$ cat config.mk
export PLATFORM = sky130hd
export DESIGN_NAME = idv_prep
export DESIGN_NICKNAME = d
export VERILOG_FILES = /design/src/rtl/core/idv_pkg.sv /design/src/rtl/core/idv_prep.sv
export SDC_FILE = /design/constraint.sdc
export NUM_CORES = 1
export LEC_CHECK = 0
export BUFFER_PORTS_ARGS = -buffer_cell sky130_fd_sc_hd__buf_2
export CORE_UTILIZATION = 48
export CTS_CLUSTER_DIAMETER = 200
export DETAILED_ROUTE_END_ITERATION = 10
export GPL_ROUTABILITY_DRIVEN = 0
export PLACE_DENSITY = 0.81
export SYNTH_ARGS = -nofsm -noshare
export SYNTH_HDL_FRONTEND = slang
export SYNTH_SLANG_ARGS = --single-unit
export TNS_END_PERCENT = 1
$ cat constraint.sdc
create_clock -name clk -period 3.2 [get_ports clk]
set_clock_uncertainty 0.2 [all_clocks]
set_input_delay 0.64 -clock clk [delete_from_list [all_inputs] [get_ports clk]]
set_output_delay 0.64 -clock clk [all_outputs]
set_load 0.01 [all_outputs]
$ cat src/rtl/core/idv_pkg.sv
// shared types and constants for the pipelined integer divider
// no dependencies; imported by every divider module
package idv_pkg;

	// width of the operand and result ports
	localparam int IDV_FIELD_W = 32;

	// default internal arithmetic width
	localparam int IDV_DATA_WIDTH = 32;

	// control that travels with each item down the pipeline
	typedef struct packed {
		logic vld;
		logic neg_q;
		logic neg_r;
	} ctl_t;

endpackage

$ cat src/rtl/core/idv_prep.sv
// input stage: takes the transfer, forms operand magnitudes and sign flags
// depends on idv_pkg
module idv_prep import idv_pkg::*; #(
	parameter int DATA_WIDTH = IDV_DATA_WIDTH
) (
	input  logic                   clk,
	input  logic                   arst_n,
	input  logic                   in_valid,
	input  logic                   operation,
	input  logic [IDV_FIELD_W-1:0] dividend,
	input  logic [IDV_FIELD_W-1:0] divisor,
	input  logic                   ready_i,
	output logic                   ready_o,
	output ctl_t                   ctl_o,
	output logic [DATA_WIDTH-1:0]  rem_o,
	output logic [DATA_WIDTH-1:0]  quo_o,
	output logic [DATA_WIDTH-1:0]  dsr_o
);

	logic [DATA_WIDTH-1:0] a, b, ua, ub;
	logic                  neg_a, neg_b;
	ctl_t                  ctl_s;
	logic [DATA_WIDTH-1:0] quo_s, dsr_s;

	always_comb begin
		a     = DATA_WIDTH'(dividend);
		b     = DATA_WIDTH'(divisor);
		neg_a = operation & a[DATA_WIDTH-1];
		neg_b = operation & b[DATA_WIDTH-1];
		ua    = neg_a ? (~a + DATA_WIDTH'(1)) : a;
		ub    = neg_b ? (~b + DATA_WIDTH'(1)) : b;
	end

	assign ready_o = !ctl_s.vld || ready_i;

	always_ff @(posedge clk or negedge arst_n) begin
		if (!arst_n) begin
			ctl_s <= '0;
		end else if (ready_o) begin
			ctl_s.vld   <= in_valid;
			ctl_s.neg_q <= neg_a ^ neg_b;
			ctl_s.neg_r <= neg_a;
		end
	end

	always_ff @(posedge clk) begin
		if (ready_o && in_valid) begin
			quo_s <= ua;
			dsr_s <= ub;
		end
	end

	assign ctl_o = ctl_s;
	// partial remainder starts at zero
	assign rem_o = '0;
	assign quo_o = quo_s;
	assign dsr_o = dsr_s;

endmodule

== Yosys cells after proc, flatten, opt, wreduce, memory -nomap -nowiden ==
Cells that the tools add are included.

* Register bits: 67
* Bits in latches: 0
* RAM bits: 0
* ROM bits: 0
* Bits of input ports: 69
* Output and inout bits: 100
* Word-level logic and storage cells: 17
* Memories: 0

* Add/subtract/negate cells: 2
* Multipliers: 0
* Divide/modulo/power cells: 0
* $lt $le $gt $ge: 0
* Equality and inequality tests: 0
* Shifts and indexed selects: 0
* Mux-type cells: 2
* Bitwise operators: 5
* Reductions and logical operators: 3

{| class="wikitable"
|+ Operators with widths
! cell !! count
|-
| 32-bit by 1-bit adder with 32-bit output (second input constant) || 2
|-
| 32-bit 2-to-1 mux || 2
|-
| 32-bit inverter || 2
|-
| 1-bit AND || 2
|-
| 1-bit logical AND || 1
|-
| 1-bit logical NOT || 1
|-
| 1-bit logical OR || 1
|-
| 1-bit bitwise XOR || 1
|}

== Depth between registers and ports, before layout ==
* Depth in word-level cells: 3
* Depth in mapped cells: 6
* Gate-level depth less buffers: 6

== Worst setup path after synthesis ==
Ideal clock, no wire load.

* Path kind: in2reg
* From: input port ready_i
* To: register dsr_s[0] (netlist: dsr_o[0]) (enable)
* Arrival time: 2427 ps
* Required time: 2571 ps
* Slack: 144 ps
* Cell stages on the path: 2
* Path buffers: 0
* Path through: nand2b_1 -> and2_1

* Cells in the longest elaborated chain, start to end: 2

{| class="wikitable"
|+ Ends and longest elaborated chain
! what !! RTL line !! text
|-
| from (decl) || idv_prep.sv:12 || <nowiki>input logic ready_i,</nowiki>
|-
| 1-bit logical OR || idv_prep.sv:34 || <nowiki>assign ready_o = !ctl_s.vld || ready_i;</nowiki>
|-
| 1-bit logical AND || idv_prep.sv:47 || <nowiki>if (ready_o && in_valid) begin</nowiki>
|-
| to (signal assigned) || idv_prep.sv:49 || <nowiki>dsr_s <= ub;</nowiki>
|-
| to (decl) || idv_prep.sv:23 || <nowiki>logic [DATA_WIDTH-1:0] quo_s, dsr_s;</nowiki>
|}

Every way passes these cells.
A chain may end at the register's enable or synchronous reset.

== Final worst setup path ==
* From: input port divisor[4]
* To: register dsr_s[28] (netlist: dsr_o[28]), data pin

* Cells in the longest elaborated chain, start to end: 3

{| class="wikitable"
|+ Ends and longest elaborated chain
! what !! RTL line !! text
|-
| from (decl) || idv_prep.sv:11 || <nowiki>input logic [IDV_FIELD_W-1:0] divisor,</nowiki>
|-
| 32-bit inverter || idv_prep.sv:31 || <nowiki>ub = neg_b ? (~b + DATA_WIDTH'(1)) : b;</nowiki>
|-
| 32-bit by 1-bit adder with 32-bit output || idv_prep.sv:31 ||
|-
| 32-bit 2-to-1 mux || idv_prep.sv:31 ||
|-
| net ub[28] || idv_prep.sv:20 || <nowiki>logic [DATA_WIDTH-1:0] a, b, ua, ub;</nowiki>
|}

The timed path passes the listed nets, and every way through them passes these cells.

==> flow_summary.ini <==
[final_layout]
stdcell_count = 571
stdcell_area_um2 = 4679
area_growth_syn_to_layout_pct = 24.87
drive_gt1_share_pct = 35.17
layout_common_cells = 136 x buf_2, 64 x edfxtp_1, 33 x xnor2_1, 32 x conb_1, 25 x xor2_1
antenna_cells = 0
num-nets-final = 538
mostFrequentLayoutCell = buf_2

[clock_tree]
cts.sinks = 67
root_buffer = clkbuf_8
cts_buffer_depth = 2
clkTransAtPathRegs_ns = 0.07
insertion_delay_ns = 0.34
numCtsBuffers = 9
tritoncts = built
ctsResizeCount = 0
cts.htree.levels = 3

[power]
p_leak_uw = 0.001932
ir_drop_mv = 0.2287
power_per_cell_area_nw_per_um2 = 472.7

[route]
num_vias = 3043
drt_iter0_markers = 97
wl_mm = 8.384
wl_per_cell_um = 14.68
antenna_left = 0
vias_per_cell = 5.329
drt-pass1-iter-count = 4
drc = 0

[timing]
hold_viol = 0
final.setup.tns_ns = 0
maxSlewHeadroom_pct = 42.62
fmax_ghz = 0.3938
finalCritPeriodShare_pct = 79.35
timing.final.setup_violations = 0
rsz0062_at_grt = no
slew_violations = 0
worstMarginPinSlew_ns = 0.8607
layout_min_cycle_time_ns = 2.539
setup_slack_ns = 0.6607

[floorplan]
die_x_um = 90.36
die_area_um2 = 8164
io_pins = 169
fp.dieH_um = 90.36
start_util_pct = 50.58
core_um2 = 7408
num_rows = 31

[synthesis]
synth-edff-count = 64
yosysSeqAreaShare_pct = 53.29
ys_async_sr_fraction_pct = 4.478
yosysUniqueCellTypes = 38
ys_ff_latch = 67
syn_inst = 323
synth.avg_cell_area_um2 = 11.60
syn_area_um2 = 3747
yosys_warnings = 0
synth-main-ff-cell = edfxtp_1

[worst_setup_path]
criticalPathCategory = in2reg
cpLargestDelayFamily = simple AND/OR/NAND/NOR gates
start_kind = input pin
cp-end-kind = flop
slowest_delay_ns = 0.65
cp_data_arrival_time_ns = 2.43
worstPathBufferInverterCount = 1
critical_path.cell_chain = buf_2 > or4_1 > nor4_4 > a41oi_1 > xor2_1
r2r_cells = 3
critPathSlowestCell = or4_1
crit_fanout = 10
worstPathRequired_ns = 3.09
worst-path-stages = 5

[global_routing]
grt_pass1_wl_mm = 13.30
grt_max_degree = 33
grt.total_usage_pct = 20.95
antenna_found_initial = 0
first_global_vias = 2795
gr-total-overflow = 0

[outcome]
status = complete, no violations

[hold_path]
hold_depth = 2
hp-class = in2reg

[placed_design]
place_inst = 554
port_buffers = 136
place_area_um2 = 4442
place_ws_ns = 0.3187
dp_hpwl_mm = 6.457

[job]
cap_violations = 0
routing by layer:
metal	vias to the layer above	part of all wire [%]	GRT usage, %
li1	1432	-	-
met1	1427	39	24.02
met2	168	50	36.51
met3	16	8.7	6.397
met4	0	1.8	8.199
met5	-	0	0
final timing paths:
| check | to | start | slack (ns) |
|---|---|---|---|
| worst max-delay path | dsr_o[28] | divisor[4] | 0.66 |
| worst max register to register | quo_o[16] | ctl_o[2] | 1.47 |
| max in group asynchronous | ctl_o[2] | arst_n | 2.24 |
| worst min-delay path | ctl_o[2] | in_valid | 0.30 |
| min in group asynchronous | ctl_o[1] | arst_n | 0.44 |
| worst min register to register | ctl_o[0] | ctl_o[0] | 0.33 |
power by group:
group	switching, uW	total, uW	internal [uW]
clock	316	796	480
sequential	15.1	1060	1050
combinational	214	356	142
total	544	2210	1670
sequential cells by signal, summed over array words and instances, names as in the netlist:
name,flops
ctl_o,3
dsr_o,32
quo_o,32
repair_timing:
action	4_1_cts	5_1_grt
hold buffers	1	0
hold endpoints to repair	3	0
buffers inserted	0	0
layout make-up:
cell class              count  area, um^2
fillers                   621        2729
inverters                  12       45.04
clock inverters             4       72.57
well taps                  99       123.9
clock buffers              12       155.1
repair buffers            145       750.7
flip-flops and latches     67        1997
multi-input cells         232        1535
cells by family (layout without fill, tap and decap cells):
group | Yosys count | after routing | share of synthesized area, %
AOI/OAI and AO/OA | 59 | 59 | 10.68
xor gates and xnor gates | 58 | 58 | 13.56
adders and majority gates | 2 | 2 | 0.6677
buffers and inverters | 55 | 173 | 8.881
DFF | 67 | 67 | 53.29
muxes | 1 | 1 | 0.3005
other | 1 | 32 | 0.1001
and+or+nand+nor | 80 | 80 | 12.52
synthesized netlist by cell type, drive strengths merged (2+ instances only):
master | n | area share [%]
a21oi | 11 | 1.5
a31oi | 12 | 2.0
a41oi | 4 | 0.93
and2 | 4 | 0.67
buf | 35 | 6.9
clkbuf | 8 | 0.80
dfrtp | 3 | 2.0
edfxtp | 64 | 51
ha | 2 | 0.67
inv | 12 | 1.2
nand2 | 11 | 1.1
nand2b | 3 | 0.50
nand3 | 3 | 0.40
nand4 | 5 | 1.0
nor2 | 16 | 1.6
nor3 | 9 | 1.2
nor4 | 13 | 2.9
nor4b | 2 | 0.47
o21ai | 9 | 1.2
o31ai | 12 | 2.4
o41ai | 8 | 2.1
or3 | 3 | 0.50
or4 | 8 | 1.6
xnor2 | 33 | 7.7
xor2 | 25 | 5.8
metrics by stage:
step	hold WS [ns]	total power, uW	utilization, %
6_report	0.3042	2212	63.17
2_1_floorplan	0.1444	1299	-
4_1_cts	0.3043	2222	63.17
3_5_place_dp	0.2571	1433	59.96
3_3_place_gp	0.2560	1421	59.96
5_1_grt	0.3107	2296	63.17
No activity file was read; power rests on OpenSTA's default activity.
