`src/rtl/core/idv_pkg.sv`:
```
// shared types and constants for the pipelined integer divider
// no dependencies; imported by every divider module
package idv_pkg;

	// width of the operand and result ports
	localparam int IDV_FIELD_W = 32;

	// default internal arithmetic width
	localparam int IDV_DATA_WIDTH = 32;

	// control that travels with each item down the pipeline
	typedef struct packed {
		logic vld;
		logic neg_q;
		logic neg_r;
	} ctl_t;

endpackage

```
`src/rtl/core/idv_step.sv`:
```
// one restoring shift-subtract step: retires one quotient bit per stage
// depends on idv_pkg
module idv_step import idv_pkg::*; #(
	parameter int DATA_WIDTH = IDV_DATA_WIDTH
) (
	input  logic                  clk,
	input  logic                  arst_n,
	input  ctl_t                  ctl_i,
	input  logic [DATA_WIDTH-1:0] rem_i,
	input  logic [DATA_WIDTH-1:0] quo_i,
	input  logic [DATA_WIDTH-1:0] dsr_i,
	input  logic                  ready_i,
	output logic                  ready_o,
	output ctl_t                  ctl_o,
	output logic [DATA_WIDTH-1:0] rem_o,
	output logic [DATA_WIDTH-1:0] quo_o,
	output logic [DATA_WIDTH-1:0] dsr_o
);

	logic [DATA_WIDTH-1:0] sh;
	logic [DATA_WIDTH+1:0] diff;
	logic                  take;
	ctl_t                  ctl_s;
	logic [DATA_WIDTH-1:0] rem_s, quo_s, dsr_s;

	// quo carries the remaining dividend bits on top, quotient bits enter at the bottom
	always_comb begin
		sh   = {rem_i[DATA_WIDTH-2:0], quo_i[DATA_WIDTH-1]};
		diff = {1'b0, rem_i[DATA_WIDTH-1], sh} - {2'b00, dsr_i};
		take = !diff[DATA_WIDTH+1];
	end

	assign ready_o = !ctl_s.vld || ready_i;

	always_ff @(posedge clk or negedge arst_n) begin
		if (!arst_n) begin
			ctl_s <= '0;
		end else if (ready_o) begin
			ctl_s <= ctl_i;
		end
	end

	always_ff @(posedge clk) begin
		if (ready_o && ctl_i.vld) begin
			rem_s <= take ? diff[DATA_WIDTH-1:0] : sh;
			quo_s <= {quo_i[DATA_WIDTH-2:0], take};
			dsr_s <= dsr_i;
		end
	end

	assign ctl_o = ctl_s;
	assign rem_o = rem_s;
	assign quo_o = quo_s;
	assign dsr_o = dsr_s;

endmodule

```
`config.mk`:
```
export PLATFORM = sky130hd
export DESIGN_NAME = idv_step
export DESIGN_NICKNAME = d
export VERILOG_FILES = /design/src/rtl/core/idv_pkg.sv /design/src/rtl/core/idv_step.sv
export SDC_FILE = /design/constraint.sdc
export NUM_CORES = 1
export LEC_CHECK = 0
export ABC_AREA = 0
export BUFFER_PORTS_ARGS = -buffer_cell sky130_fd_sc_hd__buf_2
export CAP_MARGIN = 20
export CORE_MARGIN = 1.5
export CORE_UTILIZATION = 30
export CTS_CLUSTER_SIZE = 24
export DETAILED_ROUTE_END_ITERATION = 7
export PLACE_DENSITY = 0.52
export RECOVER_POWER = 25
export REMOVE_ABC_BUFFERS = 1
export SLEW_MARGIN = 20
export SYNTH_ARGS = -nofsm -noshare
export SYNTH_HDL_FRONTEND = slang
export SYNTH_SLANG_ARGS = --single-unit
```
`constraint.sdc`:
```
create_clock -name clk -period 4.4 [get_ports clk]
set_clock_uncertainty 0.2 [all_clocks]
set_input_delay 0.22 -clock clk [delete_from_list [all_inputs] [get_ports clk]]
set_output_delay 0.22 -clock clk [all_outputs]
set_load 0.01 [all_outputs]
```
After elaboration in Yosys (flattened, before gate mapping)
Cells that the tools add are included.
{"block": "word_totals", "elab_cells": 12, "out_inout_bits": 100, "in_bits": 102, "ff_bits": 99}
{"block": "classes", "addsub": 1, "mux": 1, "n_reduce_logical": 4}
{"cell": "$sub A33 B32 Y34", "n": 1}
{"cell": "$mux W32", "n": 1}
{"cell": "$logic_not A1 Y1", "n": 2}
{"cell": "$logic_and A1 B1 Y1", "n": 1}
{"cell": "$logic_or A1 B1 Y1", "n": 1}

Depth between registers and ports, before layout
Gate-level depths: netlist (run 1).
{"block": "logic_depth", "word_depth": 3, "ltp_mapped": 12, "depth_no_buf": 12}

Worst setup path after synthesis (run 1)
OpenSTA, ideal clock, no wires.
{"block": "synth_timing", "kind": "reg-to-reg", "startpoint": "register ctl_s (netlist bit ctl_o[2])", "endpoint": "register dsr_s[0] (netlist: dsr_o[0]), enable pin", "required_time_ns": 3.735, "setup_slack_ns": 0.852, "path_buffers": 0, "path_stages_with_launch": 3, "arrival_time_ns": 2.882, "period_less_slack_ns": 3.548, "setup_ns": 0.465, "path_cell_list": "dfrtp_1 > nand2b_1 > and2_1"}
{"block": "synth_via", "elab_chain_len": 3}
{"item": "start, declared", "line": "idv_step.sv:23", "text": "ctl_t ctl_s;"}
{"item": "start signal, assigned", "line": "idv_step.sv:39", "text": "ctl_s <= ctl_i;"}
{"item": "$logic_not A1 Y1", "line": "idv_step.sv:33", "text": "assign ready_o = !ctl_s.vld || ready_i;"}
{"item": "$logic_or A1 B1 Y1", "line": "idv_step.sv:33"}
{"item": "via ready_o", "line": "idv_step.sv:13", "text": "output logic ready_o,"}
{"item": "$logic_and A1 B1 Y1", "line": "idv_step.sv:44", "text": "if (ready_o && ctl_i.vld) begin"}
{"item": "end signal, assigned", "line": "idv_step.sv:47", "text": "dsr_s <= dsr_i;"}
{"item": "end, declared", "line": "idv_step.sv:24", "text": "logic [DATA_WIDTH-1:0] rem_s, quo_s, dsr_s;"}
The timed path passes the listed nets, and every way through them passes these cells.
A chain may end at the register's enable or synchronous reset.

Final worst setup path (run 1)
{"block": "layout_timing", "startpoint": "input dsr_i[0]", "endpoint": "register rem_s[28] (netlist: rem_o[28]), data pin"}
{"block": "layout_via", "elab_chain_len": 2}
{"item": "start, declared", "line": "idv_step.sv:11", "text": "input logic [DATA_WIDTH-1:0] dsr_i,"}
{"item": "$sub A33 B32 Y34", "line": "idv_step.sv:29", "text": "diff = {1'b0, rem_i[DATA_WIDTH-1], sh} - {2'b00, dsr_i};"}
{"item": "$mux W32", "line": "idv_step.sv:45", "text": "rem_s <= take ? diff[DATA_WIDTH-1:0] : sh;"}
{"item": "end signal, assigned", "line": "idv_step.sv:45"}
{"item": "end, declared", "line": "idv_step.sv:24"}
No other way between the ends.

==> results.md, run 1 <==
- Hold Fails Final Rpt: 0
- Final min period: 3.70 ns
- Synthesized area per cell: 12.8 sq um
- CTS tree: yes
- Post-synth EDFFs: 96
- Reg2Reg Depth: 3
- Max H-tree Level: 3
- Drt total wl: 14.6 mm
- Starting DRT DRC Count: roughly 210
- RSZ-0062 raised after global routing: no
- First-pass GRT wire length: 22.3 mm
- Most common cell in the synthesized netlist: edfxtp_1
- R2r endpoint: dsr_o[25]
- Worst slack, placed: 0.874 ns
- Clock transition at path regs: ~0.07 ns
- Row cnt: 48
- Netlist cell types: 57
- Sink Count: between 90 and 100
- Hold Startpoint: rem_i[28]
- Pleak: 3.41 nW
- Largest cells by area after synthesis: edfxtp_1 (53%), ha_1 (7.4%), mux2_4 (7.2%)
- Total Negative Setup Slacks: 0 ns
- Startpoint type of the worst setup path: input pin
- Largest net degree at the start of global routing: 79
- Reg-to-Reg Start: ctl_o[2]
- Final period util: around 84%
- Placed Area: 0.00667 sq mm
- Setup CP Type: in2reg
- Die Ht: around 140 um
- Routed vias/inst: 4.64
- Max Fclk: roughly 0.27 GHz
- CTS root buf: clkbuf_16
- Critical Path Sink Type: register
- Fin cells: approximately 950
- Footprint of the multi-input gates: ~0.0022 sq mm
- Gp weighted congestion: roughly 0.84
- Post-CTS sizing: 0
- Finished Cell Area: about 0.0078 sq mm
- Slew @ Worst Pin: roughly 0.7 ns
- Antenna violations before repair: 0
- Critical Path, Cell by Cell: dlygate4sd3_1, clkbuf_1, ha_1, inv_1, fa_1, a211oi_1, o211a_1, o31ai_1, o41a_1, a41oi_2, o21ai_0, a21boi_0, mux2_4
- GR Util All Layers: 15.4%
- Worst EP required: approximately 4.3 ns
- Post-route ant nets: 0
- Initial Util: around 31%
- WL/cell: approximately 15 um
- Hold Path Sink: rem_o[29]
- DRC: 0
- Vias: about 4400
- Synthesis-stage register bit count: 99
- Slowest CP cell: dlygate4sd3_1
- Post-DP HPWL: 10.8 mm
- FF+latch area: 0.00296 sq mm
- Yosys top cell by area: edfxtp_1
- Peak VDD IR: about 180 uV
- Final setup fails: 0
- Family with the most delay on the worst path: compound AO/OA/AOI/OAI gates
- CTS buffer count: 9
- Filler cell count: approximately 1700
- Largest fanout on the critical path: 4
- Layout cells sized above 1: around 32%
- Area grow syn2layout: 44.6%
- Remaining Overflow, GRT: 0
- Post-synthesis cell count: 425
- Share of the synthesized area in the top cell type: a little over half
- Buf/Inv on CP: 3
- Async S/R FF share, synth: between 3 and 4%
- Slew HR: approximately 52%
- Mapped cell area: 0.00542 sq mm
- Max-cap violation count: 0
- HP Class: in2reg
- Die W: about 140 um
- Clock Path Buffers: 2
- Commonest cells in the netlist: edfxtp_1 (96), inv_1 (42), ha_1 (32)
- Core area: ~0.017 sq mm
- Power Density: between 300 and 400 mW/mm^2
- Number of I/O port buffers: ~200
- IO Pins: 202
- WHS Path Cells: 2
- Diode count: 0
- Post-synthesis sequential area ratio: a little over half
- First-pass DRT Iterations: 4
- Pins over their slew limit: 0
- Vias in the first global route: between 4000 and 5000
- Arrival @ worst endpoint: 3.60 ns
- Later-pin clock latency in the skew report: 0.34 ns
- Top_reg_cell synth: edfxtp_1
- Placed insts: 847
- FF-to-FF setup slack: between 2 and 2.5 ns
- Final WS setup: 0.702 ns
- Nets: about 860
- Crit path largest cell delay: approximately 0.53 ns
- Die area: about 0.019 sq mm
- Yosys warnings: 0
- Outcome: finished clean
-- placed cells by master (no fill, tap or decap), types with 5 or more instances in the layout --
| cell type | count |
|---|---|
| a21o_1 | 7 |
| a21oi_1 | 30 |
| buf_2 | 171 |
| clkbuf_1 | 29 |
| clkbuf_16 | 9 |
| dlygate4sd3_1 | 90 |
| edfxtp_1 | 96 |
| ha_1 | 32 |
| inv_1 | 42 |
| mux2_4 | 26 |
| nand2_1 | 23 |
| nand2b_1 | 6 |
| nand3_1 | 5 |
| nor2_1 | 16 |
| nor3_1 | 7 |
| o21ai_0 | 18 |
| o21bai_1 | 5 |
| o31ai_1 | 6 |
| xnor2_1 | 17 |
| xor2_1 | 7 |
-- repair_timing --
| item | in CTS | in global routing |
|---|---|---|
| setup buffers | 0 | 0 |
| hold buffers | 89 | 1 |
| hold endpoints to repair | 91 | 1 |
-- flip-flops by register name, indices dropped and copies added (netlist names) --
name,count
dsr_o,32
quo_o,32
rem_o,32
ctl_o,3
-- worst register-to-register path, cell delays in order (launching register included) --
cell and delay [ns]:
dfrtp_1 0.38, nand2b_1 0.18, and2_4 0.52, buf_4 0.38
-- logic make-up after synthesis --
| logic type | Yosys count | share of synthesized area, % |
|---|---|---|
| xor+xnor | 24 | 3.88 |
| buf+inv | 48 | 4.22 |
| fa+ha+maj | 33 | 7.76 |
| compound gates | 104 | 13.0 |
| mux | 34 | 8.77 |
| simple gates | 83 | 7.80 |
| flops | 99 | 54.6 |
-- worst max path at each step --
stage / depth (start not counted) / from / end / slack, ns
3_3_place_gp: 13 / quo_i[31] / rem_o[28] / 0.94
3_5_place_dp: 13 / quo_i[31] / rem_o[28] / 0.87
6_report: 13 / dsr_i[0] / rem_o[28] / 0.70
2_1_floorplan: 2 / ctl_o[2] / dsr_o[0] / 0.85
5_1_grt: 13 / dsr_i[1] / rem_o[1] / 0.48
4_1_cts: 11 / rem_i[15] / rem_o[2] / 0.75
-- cell type report --
type                       count  share of cell area [%]
clock buffer                   9                    2.87
clock inverter                 7                   0.782
inverter                      42                    2.01
multi-input combinational    278                    28.5
sequential                    99                    37.7
tap                          225                    3.59
timing repair buffer         294                    24.5
-- through the flow --
step	total power, mW	utilization [%]	hold slack (ns)
final	2.59	44.8	0.00745
after global placement	1.78	38.1	-0.184
after detailed placement	1.78	38.1	-0.181
after global routing	2.74	44.8	0.0123
after CTS	2.63	44.9	0.0000319
after floorplan	1.57	-	-0.276
-- where the power goes --
part	total, mW	switching (mW)	internal (mW)
Combinational	0.670	0.332	0.339
Clock	0.775	0.381	0.394
Sequential	1.15	0.0171	1.13
Total	2.59	0.730	1.86
-- layer usage --
| layer | wire length, um | GRT usage [%] | up-vias |
|---|---|---|---|
| met5 | 0 | 0 | - |
| met4 | 240 | 5.09 | 0 |
| met3 | 750 | 3.31 | 15 |
| met2 | 7000 | 26.1 | 136 |
| met1 | 6610 | 19.6 | 2082 |
| li1 | - | - | 2189 |
Power figures use the tool's default switching activity.
==> run 2: changes to the inputs <==
Settings changed: ABC_AREA 0 to 1, PLACE_DENSITY 0.52 to 0.51.
Clock period 4.4 ns to 3.7 ns, I/O delays scaled along.
==> run 2 against run 1 <==
Compared with the run above: non-clock buffer count grew 13; largest cell class unchanged; highest routed layer unchanged; global-route usage grew 1.8 points; clock-buffer cell count is the same; first-iteration DRC count grew 30%.
==> results.md, run 2 <==
- Initial Util: a little under a third
- Power Total: roughly 3.2 mW
- Sink Count: 99
- Buf/Inv on CP: 4
- Slew HR: about two fifths
- Clock power frac: 32.2%
- Largest cells by area after synthesis: edfxtp_1 (47%), nand2_1 (17%), inv_1 (8.9%)
- Yosys warnings: 0
- Hold buffers post-CTS: between 100 and 150
- Most common cell in the synthesized netlist: nand2_1
- FF-to-FF setup slack: between 1.5 and 2 ns
- HP Class: in2reg
- Placed Area: ~0.0074 sq mm
- Max Fclk: 0.339 GHz
- Finished Cell Area: around 0.0088 sq mm
- Post-synthesis sequential area ratio: 48.2%
- Layout cells sized above 1: 20.9%
- Max-cap violation count: 0
- Row cnt: 52
- Netlist cell types: 31
- Vias in the first global route: around 5700
- Pleak: 4.42 nW
- Pins over their slew limit: 0
- FF+latch area: ~0.0030 sq mm
- Critical Path Sink Type: register
- Hold Path Sink: quo_o[28]
- Critical Path, Cell by Cell: dlygate4sd3_1, buf_2, ha_1, nand2_1, inv_2, nand2_1, nand2_1, inv_2, nand3_2, nand2_2, nand2_2, nand2_4, nand2_8, nand3_1, nand2_1
- R2r endpoint: dsr_o[0]
- Fin cells: between 1000 and 1500
- Clock Path Buffers: 2
- Drt total wl: 18.1 mm
- Power Density: about 360 mW/mm^2
- Worst path most repeated cell: nand2_1
- Remaining Overflow, GRT: 0
- CTS root buf: clkbuf_16
- Most frequent cells in the layout: nand2_1 (271), buf_2 (172), inv_1 (145)
- Die area: between 0.02 and 0.025 sq mm
- Later-pin clock latency in the skew report: approximately 0.36 ns
- Largest fanout on the critical path: 34
- Core area: 0.0202 sq mm
- Post-CTS sizing: 0
- Commonest cells in the netlist: nand2_1 (271), inv_1 (145), edfxtp_1 (96)
- Starting DRT DRC Count: 275
- Slowest CP cell: dlygate4sd3_1
- Synthesis-stage register bit count: 99
- RSZ-0062 raised after global routing: no
- WHS: about 0.33 ns
- First-pass DRT Iterations: 5
- Worst slack, placed: between 0.9 and 1 ns
- Busiest grt layer: met2
- Final WS setup: ~0.75 ns
- WHS Path Cells: 2
- CTS tree: yes
- Die W: ~150 um
- Routed vias/inst: 4.33
- Reg-to-Reg Start: ctl_o[2]
- DRC: 0
- Synthesized area per cell: 8.19 sq um
- First-pass GRT wire length: between 20 and 30 mm
- Family with the most delay on the worst path: simple AND/OR/NAND/NOR gates
- Area grow syn2layout: 42.6%
- Nets: roughly 1200
- Internal Power: roughly 2.2 mW
- Async S/R FF share, synth: 3.03%
- Diode count: 0
- WL/cell: between 10 and 15 um
- Vias: ~5800
- Yosys top cell by area: edfxtp_1
- Logic gate share of total power: between 20% and 30%
- Slew @ Worst Pin: approximately 0.9 ns
- Crit path largest cell delay: between 0.5 and 0.6 ns
- Post-route ant nets: 0
- Outcome: finished clean
- Total Negative Setup Slacks: 0 ns
- Setup CP Type: in2reg
- Post-synth EDFFs: 96
- Filler cell count: between 2000 and 2500
- Switching power: a little under 1 mW
- Met1 Usage GRT: 24.1%
- Placed insts: between 1000 and 1500
- Largest net degree at the start of global routing: roughly 70
- Worst EP required: 3.60 ns
- Max H-tree Level: 3
- Mapped cell area: around 0.0061 sq mm
- Final min period: 2.95 ns
- Post-synthesis cell count: between 700 and 800
- Hold Startpoint: quo_i[27]
- Final period util: 79.7%
- Met3 usage: under 10%
- Postcts setup bufs: 0
- Startpoint type of the worst setup path: input pin
- Met2 Resource Use GR: roughly 27%
- GR Util All Layers: between 10% and 20%
- Hold Fails Final Rpt: 0
- Number of I/O port buffers: about 200
- Clock transition at path regs: 0.08 ns
- Top_reg_cell synth: edfxtp_1
- Peak VDD IR: 208 uV
- Gp weighted congestion: ~0.89
- CTS buffer count: 9
- Arrival @ worst endpoint: 2.85 ns
- Switching share of power: 30.6%
- Flop pwr share: 42.5%
- Most common cell after layout, fill and taps aside: nand2_1
- Footprint of the multi-input gates: approximately 0.0026 sq mm
- Die Ht: between 100 and 150 um
- Final setup fails: 0
- Reg2Reg Depth: 4
- Share of the synthesized area in the top cell type: a little under half
- IO Pins: between 200 and 250
- Final Util: 43.4%
- Post-DP HPWL: 13.4 mm
- Antenna violations before repair: 0
run 2: cell types whose count changed in the layout (fill, tap and decap cells not counted), sizes merged, moves of 8 or more:
cell and delta:
a21oi -12, dlygate4sd3 +13, inv +107, mux2 -30
nand2 +254, nand3 +67, nor2 +30, o21ai -18
xnor2 -17, xor2 +8
run 2: per-layer routing:
layer  share of wire, %  vias to the layer above
li1                   -                     2984
met1                 49                     2605
met2                 44                      172
met3                5.1                       15
met4                1.7                        0
met5                  0                        -
run 2: power groups by stage:
stage	registers [mW]	logic [mW]	clock network [mW]
2_1_floorplan	1.44	0.409	0
3_3_place_gp	1.38	0.723	0
3_5_place_dp	1.38	0.724	0
4_1_cts	1.36	0.817	1.06
5_1_grt	1.36	0.910	1.10
6_report	1.36	0.807	1.03
run 2: cells by family after synthesis:
family | after synthesis | synth area share, %
and+or+nand+nor | 423 | 30.5
xor gates and xnor gates | 15 | 2.14
buffers and inverters | 157 | 10.3
adders and majority gates | 33 | 6.85
AOI/OAI and AO/OA | 23 | 2.06
DFF | 99 | 48.2
run 2: layout make-up:
| class | instances | share of cell area (%) |
|---|---|---|
| Tap cell | 270 | 3.86 |
| Inverter | 148 | 6.35 |
| Multi-Input combinational cell | 494 | 29.2 |
| Sequential cell | 99 | 33.8 |
| Clock inverter | 7 | 1.09 |
| Timing Repair Buffer | 307 | 23.1 |
| Clock buffer | 9 | 2.57 |
run 2: worst max path at each step:
stage | from | endpoint | slack (ns) | cells after the start
after floorplan | ctl_o[2] | dsr_o[0] | -1.58 | 3
after global placement | dsr_i[8] | rem_o[28] | 0.97 | 15
after detailed placement | dsr_i[8] | rem_o[17] | 0.93 | 15
after CTS | rem_i[7] | rem_o[17] | 0.74 | 15
after global routing | dsr_i[7] | rem_o[17] | 0.49 | 16
final | rem_i[7] | rem_o[17] | 0.75 | 15
