File: src/rtl/core/idv_pkg.sv
// shared types and constants for the pipelined integer divider
// no dependencies; imported by every divider module
package idv_pkg;

	// width of the operand and result ports
	localparam int IDV_FIELD_W = 32;

	// default internal arithmetic width
	localparam int IDV_DATA_WIDTH = 32;

	// control that travels with each item down the pipeline
	typedef struct packed {
		logic vld;
		logic neg_q;
		logic neg_r;
	} ctl_t;

endpackage

File: src/rtl/core/idv_post.sv
// output stage: applies result signs and holds the result for transfer
// depends on idv_pkg
module idv_post import idv_pkg::*; #(
	parameter int DATA_WIDTH = IDV_DATA_WIDTH
) (
	input  logic                   clk,
	input  logic                   arst_n,
	input  ctl_t                   ctl_i,
	input  logic [DATA_WIDTH-1:0]  rem_i,
	input  logic [DATA_WIDTH-1:0]  quo_i,
	output logic                   ready_o,
	output logic                   out_valid,
	input  logic                   out_stall,
	output logic [IDV_FIELD_W-1:0] quotient,
	output logic [IDV_FIELD_W-1:0] remainder
);

	logic                  vld_s;
	logic [DATA_WIDTH-1:0] quo_s, rem_s;

	assign ready_o = !vld_s || !out_stall;

	always_ff @(posedge clk or negedge arst_n) begin
		if (!arst_n) begin
			vld_s <= 1'b0;
		end else if (ready_o) begin
			vld_s <= ctl_i.vld;
		end
	end

	always_ff @(posedge clk) begin
		if (ready_o && ctl_i.vld) begin
			quo_s <= ctl_i.neg_q ? (~quo_i + DATA_WIDTH'(1)) : quo_i;
			rem_s <= ctl_i.neg_r ? (~rem_i + DATA_WIDTH'(1)) : rem_i;
		end
	end

	assign out_valid = vld_s;
	assign quotient  = IDV_FIELD_W'(quo_s);
	assign remainder = IDV_FIELD_W'(rem_s);

endmodule

File: config.mk
export PLATFORM = sky130hd
export DESIGN_NAME = idv_post
export DESIGN_NICKNAME = d
export VERILOG_FILES = /design/src/rtl/core/idv_pkg.sv /design/src/rtl/core/idv_post.sv
export SDC_FILE = /design/constraint.sdc
export NUM_CORES = 1
export LEC_CHECK = 0
export BUFFER_PORTS_ARGS = -buffer_cell sky130_fd_sc_hd__buf_2
export CORE_ASPECT_RATIO = 1.5
export CORE_MARGIN = 5
export CORE_UTILIZATION = 30
export CTS_BUF_LIST = sky130_fd_sc_hd__clkbuf_4
export DETAILED_ROUTE_END_ITERATION = 8
export PLACE_DENSITY = 0.52
export SLEW_MARGIN = 20
export SYNTH_ARGS = -nofsm -noshare
export SYNTH_HDL_FRONTEND = slang
export SYNTH_SLANG_ARGS = --single-unit
File: constraint.sdc
create_clock -name clk -period 2.6 [get_ports clk]
set_input_delay 0.39 -clock clk [delete_from_list [all_inputs] [get_ports clk]]
set_output_delay 0.39 -clock clk [all_outputs]
set_load 0.005 [all_outputs]
After elaboration in Yosys (flattened, before gate mapping):

Index checks and enable logic that the tools add are counted.

* register bits: 65
* input port bits: 70
* output and inout port bits: 66

* $add $sub $neg: 2
* multiplexer cells: 2
* bitwise logic cells: 2
* reduce and logical (&&, ||, !) cells: 4

Operator list (count)
* 32-bit by 1-bit adder with 32-bit output, second input constant: 2
* 32-bit two-way mux: 2
* 32-bit inverter: 2
* 1-bit logical NOT: 2
* 1-bit logical AND: 1
* 1-bit logical OR: 1

Logic depth before layout (Yosys ltp):

Gate-level depths: netlist of the first run.

* depth after elaboration: 3
* mapped depth: 6
* mapped depth without buffers: 6

Least setup slack after synthesis of the first run:

OpenSTA, ideal clock, no wires.

* path kind: flip-flop to flip-flop
* start: register vld_s, in the netlist out_valid
* end: register quo_s[0], in the netlist quotient[0] (enable)
* setup time: 429 ps
* data arrival time: 2018 ps
* data required time: 2171 ps
* slack: 154 ps
* stages on the path, launching flop included: 3
* path buffers: 0
* clock period less this slack: 2446 ps
* cells stage by stage: dfrtp_1 -> nand2_1 -> and2_1

* word-level cells in the longest chain between the ends: 3

Ends and longest elaborated chain
* from (decl): RTL line idv_post.sv:18 `logic vld_s;`
* from (signal assigned): RTL line idv_post.sv:27 `vld_s <= ctl_i.vld;`
* 1-bit logical NOT: RTL line idv_post.sv:21 `assign ready_o = !vld_s || !out_stall;`
* 1-bit logical OR: RTL line idv_post.sv:21
* via ready_o: RTL line idv_post.sv:11 `output logic ready_o,`
* 1-bit logical AND: RTL line idv_post.sv:32 `if (ready_o && ctl_i.vld) begin`
* to (signal assigned): RTL line idv_post.sv:33 `quo_s <= ctl_i.neg_q ? (~quo_i + DATA_WIDTH'(1)) : quo_i;`
* to (decl): RTL line idv_post.sv:19 `logic [DATA_WIDTH-1:0] quo_s, rem_s;`

The timed path passes the listed nets, and every way through them passes these cells.
A chain may end at the register's enable or synchronous reset.

Worst setup path in the final report of the first run:

* start: input port quo_i[0]
* end: register quo_s[16], in the netlist quotient[16] (data pin)

* word-level cells in the longest chain between the ends: 3

Ends and longest elaborated chain
* from (decl): RTL line idv_post.sv:10 `input logic [DATA_WIDTH-1:0] quo_i,`
* 32-bit inverter: RTL line idv_post.sv:33
* 32-bit by 1-bit adder with 32-bit output: RTL line idv_post.sv:33
* 32-bit two-way mux: RTL line idv_post.sv:33

No other way between the ends.

==> results of run 1 <==
## where the power goes
part,switching (W),leakage [nW],internal [W]
Clock,0.000353,0.0787,0.000321
Sequential,0.0000178,0.620,0.00125
Combinational,0.000209,0.946,0.000183
Total,0.000579,1.65,0.00176
## flip-flops by register name, indices dropped and copies added (netlist names)
register	cells
quotient	32
remainder	32
out_valid	1
## worst paths after layout
check,from,depth (start not counted),slack [ps],to
max in group asynchronous,arst_n,2,2250,out_valid
min reg2reg,out_valid,2,530,out_valid
max reg2reg,out_valid,3,1260,remainder[0]
min,ctl_i[2],2,180,out_valid
min in group asynchronous,arst_n,2,270,out_valid
max,quo_i[0],7,880,quotient[16]
## kinds of logic (layout without fill, tap and decap cells)
logic type      count (synthesis)  after routing
buf+inv                        14            161
flops                          65             65
simple gates                   74             74
xor+xnor                       60             60
compound gates                 52             52
fa+ha+maj                       2              2
## final cells by class
class,instances,area [µm²],area share (%)
Clock inverter,4,43.8,0.979
Multi-Input combinational cell,188,1460,32.7
Tap cell,150,188,4.19
Inverter,6,22.5,0.503
Sequential cell,65,1950,43.5
Clock buffer,12,90.1,2.01
Timing Repair Buffer,139,721,16.1
## worst max-delay path, cell delays in order
cell     delay (ps)
buf_2           120
inv_1            50
ha_1            170
nor4b_2         330
nand4_2         340
o31ai_1         350
xnor2_1         110
## routing by layer
| layer | wire (µm) | GRT usage, % | up-vias |
|---|---|---|---|
| met4 | 125 | 4.52 | 0 |
| met2 | 4520 | 23.1 | 101 |
| li1 | - | - | 1312 |
| met1 | 3330 | 14.0 | 1259 |
| met3 | 666 | 4.77 | 9 |
| met5 | 0 | 0 | - |
## what timing repair did
item,in CTS,in global routing
endpoints found under the hold margin,1,0
buffers inserted,0,0
hold buffers,1,0
## metrics by stage
step	setup slack (ps)	power [W]	cell area, µm²
final	877	0.00234	4470
after global routing	712	0.00248	4470
after CTS	863	0.00238	4470
after detailed placement	398	0.00170	4330
after global placement	414	0.00169	4330
after floorplan	154	0.00148	3470
## synth_stat cells (all sizes together) (2+ instances only)
| library cell | number |
|---|---|
| nor2 | 8 |
| nand4 | 5 |
| nand2b | 4 |
| nand3 | 4 |
| nor3 | 8 |
| o21ai | 11 |
| nand2 | 22 |
| xnor2 | 59 |
| clkbuf | 4 |
| or4 | 2 |
| inv | 6 |
| o41ai | 16 |
| nor4 | 8 |
| nand4b | 3 |
| ha | 2 |
| o31ai | 24 |
| or2 | 2 |
| or3 | 5 |
| edfxtp | 64 |
| buf | 4 |
==> impl_metrics.tcl, run 1 <==
set metrics [dict create \
    status "finished clean" \
    setup_viol 0 \
    clkSinkCount 65 \
    final_cell_mix "buf_2, edfxtp_1, xnor2_1, o31ai_1, nand2_1" \
    die_height_um 142 \
    cap_violations 0 \
    muxShareOfSynthArea_pct 0 \
    slew_violations 0 \
    dr.pass1.iters 4 \
    clock_latency_ps 400 \
    nNetsFinal 481 \
    antenna_found_initial 0 \
    cts_made_buffers 9 \
    cts_tree "yes" \
    drtIter0Drc 38 \
    drive_above_1_share_pct 42.5 \
    grt_pass1_wl_um 14200 \
    syn-instance-count 267 \
    rsz0062_at_grt "false" \
    final_hold_viol_count 0 \
    vias 2681 \
    syn-cell-area_um2 3470 \
    synthArstFlopShare_pct 1.54 \
    peakVddDrop_mv 0.190 \
    ant_nets 0 \
    yosys.area.top_type_share_pct 55.4 \
    p_leak_nw 1.65 \
    ys_seq_elements 65 \
    synth_compound_area_share_pct 12.7 \
    area_delta_synth_final_pct 29.0 \
    rows 48 \
    power.density_nw_per_um2 522 \
    io_buffers 135 \
    crit_fanout 9 \
    ctsResizeCount 0 \
    drc 0 \
    synth_nets 339 \
    synth_xor_area_share_pct 15.1 \
    synth_cell_types 35 \
    grt_pass1_vias 2838 \
    n_antenna_cell 0 \
    place_congestion 0.731 \
    period_share_pct 66.3 \
    ys_seq_area_share_pct 56.1 \
    synth_area_per_cell_um2 13.0 \
    synth_top_family_by_area "XOR/XNOR gates" \
    grt_max_degree 65 \
    wl_um 8640 \
    die_area_um2 13900 \
    placedCellCount 547 \
    clk_pin_slew_worst_paths_ps 110 \
    start_util_pct 30.4 \
    synth_fa_ha_area_share_pct 0.721 \
    coreArea_um2 11400 \
    final_cells 564 \
    vias_per_cell 4.75 \
    die_w_um 97.8 \
    fin_crit_ps 1720 \
    worst_setup_path_end_kind "flop" \
    htreeDepth 3 \
    fillers 1161 \
    slew_headroom_pct 59.1 \
    cts-root-buf "clkbuf_4" \
    crit_type "input port to flop" \
    pin_count 136 \
    ys.flop_type "edfxtp_1" \
    synthSimpleGateAreaFrac_pct 13.5 \
    wl_per_cell_um 15.3 \
    final_util_pct 39.2 \
    dp_hpwl_um 6690 \
    fin_tns_setup_ps 0 \
    synth_area_leaders "edfxtp_1, xnor2_1, o31ai_1, o41ai_2, nand2_1" \
    yosys_warnings 0 \
    grt-ovfl-total 0 \
    critPathLaunchType "input port" \
    max_freq_mhz 580 \
    synth_top_area_cell "edfxtp_1" \
    synth_edf_count 64 \
    cp.required_ps 2750 \
    gr-usage-all-layers_pct 12.9 \
    fin_skew_ps 19.0 \
    worst_pin_slew_ps 614 \
    whs_ps 184 \
    arrival_ps 1870 \
    clk_path_buf_depth 2 \
    final_common_cell "buf_2" \
    hold_path_class "input port to flop" \
]
Note: power is estimated with default switching activity, not from simulation.
==> inputs of run 2 (changes only) <==
--- a/config.mk
+++ b/config.mk
@@ -5,6 +5,7 @@
 export SDC_FILE = /design/constraint.sdc
 export NUM_CORES = 1
 export LEC_CHECK = 0
+export ABC_AREA = 1
 export BUFFER_PORTS_ARGS = -buffer_cell sky130_fd_sc_hd__buf_2
 export CORE_ASPECT_RATIO = 1.5
 export CORE_MARGIN = 5
==> constraint.sdc (replaced) <==
create_clock -name clk -period 1.55 [get_ports clk]
set_input_delay 0.2325 -clock clk [delete_from_list [all_inputs] [get_ports clk]]
set_output_delay 0.2325 -clock clk [all_outputs]
set_load 0.005 [all_outputs]
==> run 2 against run 1 <==
Net effect:
- setup slack worse by 650 ps
- clock-buffer cell count decreased by 2
- largest cell class unchanged
- area after synthesis up 16%
- clock skew is 5.8 ps lower
- via count grew 49%
- sequential power rose by 67%
- total power up 73%
- non-clock buffer count increased by 21
==> impl_metrics.tcl, run 2 <==
set metrics [dict create \
    cts-root-buf "clkbuf_4" \
    ys_seq_elements 65 \
    place_congestion 0.940 \
    pin_count 136 \
    synth_most_common_cell "nand2_1" \
    fin_tns_setup_ps 0 \
    dp_hpwl_um 10300 \
    hold_end "out_valid" \
    power_frac_seq_pct 52.5 \
    cts_made_buffers 9 \
    fin_skew_ps 13.2 \
    gr-usage-all-layers_pct 15.5 \
    clk_pin_slew_worst_paths_ps 110 \
    min_path_cells 3 \
    dr.pass1.iters 4 \
    htreeDepth 3 \
    worst-r2r-setup-slack_ps 230 \
    critPathLaunchType "flop" \
    critPathSlowestCell "dfrtp_1" \
    coreArea_um2 13100 \
    syn-cell-area_um2 4020 \
    rr_endpoint "remainder[2]" \
    cap_violations 0 \
    vias 3982 \
    max_stage_delay_ps 440 \
    drtIter0Drc 78 \
    drive_above_1_share_pct 28.1 \
    die_height_um 152 \
    hold_path_class "input port to flop" \
    synth_top_area_cell "edfxtp_1" \
    vias_per_cell 4.67 \
    synth_area_leaders "edfxtp_1, nand2_1, nor2_1, inv_1, nand3_1" \
    grt_pass1_vias 4056 \
    arrival_ps 1400 \
    fin_crit_ps 1320 \
    cts_tree "yes" \
    worst_pin_slew_ps 400 \
    area_delta_synth_final_pct 29.7 \
    final_common_cell "nand2_1" \
    status "finished clean" \
    worstPathCellList "a21oi_4 -> buf_4" \
    yosys_warnings 0 \
    cp.required_ps 1630 \
    antenna_found_initial 0 \
    die_area_um2 15800 \
    regToRegStartpoint "out_valid" \
    clk_path_buf_depth 2 \
    ys.flop_type "edfxtp_1" \
    ys_seq_area_share_pct 48.5 \
    final_util_pct 39.8 \
    final_hold_viol_count 0 \
    synth_commonest_cells "nand2_1, nor2_1, edfxtp_1" \
    grt-ovfl-total 0 \
    clock_latency_ps 400 \
    synth_nets 596 \
    yosys.area.top_type_share_pct 47.9 \
    slew_headroom_pct 73.1 \
    grt_pass1_wl_um 19300 \
    p_int_w 0.00291 \
    rsz0062_at_grt "false" \
    clkPwrFrac_pct 27.2 \
    drc 0 \
    crit_type "flop to flop" \
    worst_setup_path_end_kind "flop" \
    synth_cell_types 23 \
    max_freq_mhz 756 \
    setup_viol 0 \
    start_util_pct 30.7 \
    swShare_pct 27.8 \
    period_share_pct 85.3 \
    wl_um 12300 \
    crit_fanout 25 \
    clkSinkCount 65 \
    synthArstFlopShare_pct 1.54 \
    seqCellArea_um2 1950 \
    n_antenna_cell 0 \
    rows 51 \
    min_from "ctl_i[2]" \
    grt_max_degree 40 \
    switching_power_w 0.00112 \
    die_w_um 104 \
    p_comb_share_pct 20.3 \
    slew_violations 0 \
    ff2ff_path_depth 2 \
    syn-instance-count 524 \
    p_leak_nw 2.41 \
    peakVddDrop_mv 0.390 \
    synth_area_per_cell_um2 7.66 \
    power.density_nw_per_um2 775 \
    fillers 1361 \
    ant_nets 0 \
    synth_edf_count 64 \
    multiInputGateArea_um2 1850 \
    wl_per_cell_um 14.4 \
    io_buffers 135 \
    nNetsFinal 761 \
    final_cell_mix "nand2_1, buf_2, nor2_1, edfxtp_1, inv_1" \
]
## run 2: changes by cell type in the layout (fill, tap and decap cells not counted), sizes merged, moves of 5 or more
cell / delta
buf: +19
inv: +45
nand2: +171
nand3: +33
nor2: +104
nor3: -8
nor4: -8
o21ai: +9
o31ai: -24
o41ai: -16
or3: -5
xnor2: -42
xor2: +10
## run 2: how the worst max path moves through the flow
stage / startpoint / end / slack [ps] / depth (start not counted)
final: out_valid / remainder[2] / 230 / 2
after global routing: out_valid / remainder[22] / 140 / 2
after CTS: out_valid / remainder[2] / 200 / 2
after detailed placement: quo_i[0] / quotient[20] / -70 / 10
after global placement: quo_i[0] / quotient[26] / -20 / 10
after floorplan: out_valid / quotient[0] / -390 / 1
## run 2: per-stage QoR
stage / hold WS [ps] / std cells / setup WS [ps] / power, W / area, µm²
floorplan: -63.1 / 524 / -389 / 0.00257 / 4030
global placement: 8.05 / 834 / -23.1 / 0.00298 / 5050
CTS: 18.0 / 852 / 203 / 0.00411 / 5210
global route: 35.7 / 852 / 136 / 0.00427 / 5210
finish: 53.0 / 852 / 228 / 0.00404 / 5210
detailed placement: 11.1 / 834 / -71.7 / 0.00299 / 5050
## run 2: metal layers
metal	part of all wire, %	track usage, %
met2	52	29.6
met5	0	0
met3	7.2	3.94
met4	3.9	7.91
met1	37	15.4
## run 2: power groups by stage
stage,Sequential [W],Combinational [W],Clock (W)
6_report,0.00212,0.000820,0.00110
5_1_grt,0.00213,0.000920,0.00122
4_1_cts,0.00212,0.000835,0.00115
3_5_place_dp,0.00216,0.000827,0
3_3_place_gp,0.00216,0.000823,0
2_1_floorplan,0.00218,0.000385,0
## run 2: cells by family (layout without fill, tap and decap cells)
kind of cell,after synthesis,in the layout,share of synthesized area (%)
xor+xnor,28,28,6.11
compound gates,25,25,3.43
buf+inv,57,226,5.67
flops,65,65,48.5
fa+ha+maj,2,2,0.623
simple gates,347,347,35.7
## run 2: what timing repair did
action	4_1_cts	5_1_grt
buffers inserted	0	0
resized for setup	0	0
endpoints found under the hold margin	3	0
hold buffers	3	0
## run 2: worst max-delay path: cells and delay by family, from the launching register on
| kind | cells | cell delay (ps) |
|---|---|---|
| buf+inv | 1 | 350 |
| flops | 1 | 440 |
| compound gates | 1 | 200 |
## run 2: area by class of cell
class	instances	area share, %
Inverter	51	3.68
Timing Repair Buffer	160	17.2
Clock inverter	5	0.913
Clock buffer	10	1.44
Tap cell	159	3.82
Multi-Input combinational cell	402	35.6
Sequential cell	65	37.4
==> inputs of run 3 (changes only) <==
--- a/config.mk
+++ b/config.mk
@@ -7,7 +7,7 @@
 export LEC_CHECK = 0
 export ABC_AREA = 1
 export BUFFER_PORTS_ARGS = -buffer_cell sky130_fd_sc_hd__buf_2
-export CORE_ASPECT_RATIO = 1.5
+export CORE_ASPECT_RATIO = 1.25
 export CORE_MARGIN = 5
 export CORE_UTILIZATION = 30
 export CTS_BUF_LIST = sky130_fd_sc_hd__clkbuf_4
==> run 3 against run 2 <==
Net effect:
- clock power is 37% higher
- hold slack lost 19 ps
- combinational power down 0.9%
- cell count is 0.70% higher
- die area is 0.21% lower
- fmax grew 1.4%
- via count decreased by 3.1%
- wire length decreased by 2.4%
- utilization hardly changed
- critical path type is now flop to primary output
==> impl_metrics.tcl, run 3 (synthesis gave the netlist of run 2 again) <==
set metrics [dict create \
    status "finished clean" \
    grt_pass1_wl_um 18800 \
    fillers 1388 \
    vias_per_cell 4.50 \
    gr-usage-all-layers_pct 15.2 \
    htreeDepth 3 \
    ff2ff_path_depth 2 \
    wl_per_cell_um 14.0 \
    slew_headroom_pct 74.3 \
    fin_crit_ps 1300 \
    hold_path_class "input port to flop" \
    drc 0 \
    use_met3_pct 3.13 \
    rows 47 \
    max_freq_mhz 767 \
    dr.pass1.iters 4 \
    rsz0062_at_grt "false" \
    min_path_cells 3 \
    drtIter0Drc 102 \
    peakVddDrop_mv 0.342 \
    n_antenna_cell 0 \
    cts_made_buffers 9 \
    nNetsFinal 754 \
    slew_violations 0 \
    ant_nets 0 \
    power.density_nw_per_um2 847 \
    die_w_um 113 \
    cts-root-buf "clkbuf_4" \
    grt_busiest_layer "met2" \
    use_met1_pct 16.7 \
    met2_usage_pct 28.1 \
    crit_type "flop to primary output" \
    io_buffers 135 \
    fin_skew_ps 13.9 \
    dp_hpwl_um 9880 \
    grt_max_degree 39 \
    worst_pin_slew_ps 382 \
    start_util_pct 30.5 \
    vias 3857 \
    pin_count 136 \
    clock_latency_ps 420 \
    arrival_ps 1070 \
    grt-ovfl-total 0 \
    cp.required_ps 1320 \
    fin_tns_setup_ps 0 \
    power_w 0.00444 \
    multiInputGateArea_um2 1850 \
    final_cell_mix "nand2_1, buf_2, nor2_1, edfxtp_1, inv_1" \
    setup_viol 0 \
    clkSinkCount 65 \
    area_delta_synth_final_pct 30.7 \
    cap_violations 0 \
    antenna_found_initial 0 \
    seqCellArea_um2 1950 \
    clk_path_buf_depth 2 \
    crit_fanout 3 \
    final_hold_viol_count 0 \
    p_leak_nw 2.41 \
    worst_setup_path_end_kind "primary output" \
    cts_tree "yes" \
    place_congestion 0.882 \
    cts_setup_buffers 0 \
    die_area_um2 15800 \
    coreArea_um2 13200 \
    drive_above_1_share_pct 27.7 \
    final_common_cell "nand2_1" \
    clk_pin_slew_worst_paths_ps 120 \
    period_share_pct 84.1 \
    die_height_um 139 \
    critPathLaunchType "flop" \
    grt_pass1_vias 3848 \
    wl_um 12000 \
]
run 3: what timing repair did:
action / CTS / global route
endpoints found under the hold margin: 3 / 0
hold buffers: 3 / 0
resized for setup: 0 / 0
run 3: worst max-delay path, cell delays in order (launching register included):
cell and delay, ps:
dfrtp_1 440, nand2_1 100, buf_2 110
run 3: final cells by class:
cell class | instances | area share [%]
clock buffer | 9 | 1.29
timing repair buffer | 153 | 16.3
tap | 171 | 4.08
inverter | 51 | 3.65
multi-input combinational | 402 | 35.3
clock inverter | 7 | 2.27
sequential | 65 | 37.1
run 3: routing by layer:
layer | up-vias | wire length (µm)
met5 | - | 0
met4 | 0 | 225
met3 | 15 | 899
met2 | 129 | 6270
met1 | 1728 | 4590
li1 | 1985 | -
run 3: worst paths after layout:
| path | endpoint | slack (ps) | from |
|---|---|---|---|
| min in group asynchronous | out_valid | 100 | arst_n |
| hold / removal | out_valid | 30 | ctl_i[2] |
| hold reg to reg | out_valid | 600 | out_valid |
| setup / recovery | ready_o | 250 | out_valid |
| setup reg to reg | remainder[31] | 310 | out_valid |
| max in group asynchronous | out_valid | 1370 | arst_n |
run 3: through the flow:
step                      utilization (%)  instances  setup slack (ps)  instance area, µm²  hold slack (ps)
after floorplan                         -        524              -389                4030            -63.1
after global placement               38.2        839             -27.8                5030             6.75
after detailed placement             38.2        839             -50.7                5030             12.5
after CTS                            39.8        858               201                5250             3.04
after global routing                 39.8        858               159                5250             33.3
final                                39.8        858               246                5250             33.9
run 3: where the power goes:
| group | switching, W | internal [W] |
|---|---|---|
| logic | 0.000481 | 0.000332 |
| clock network | 0.000696 | 0.000816 |
| registers | 0.0000294 | 0.00209 |
| total | 0.00121 | 0.00324 |
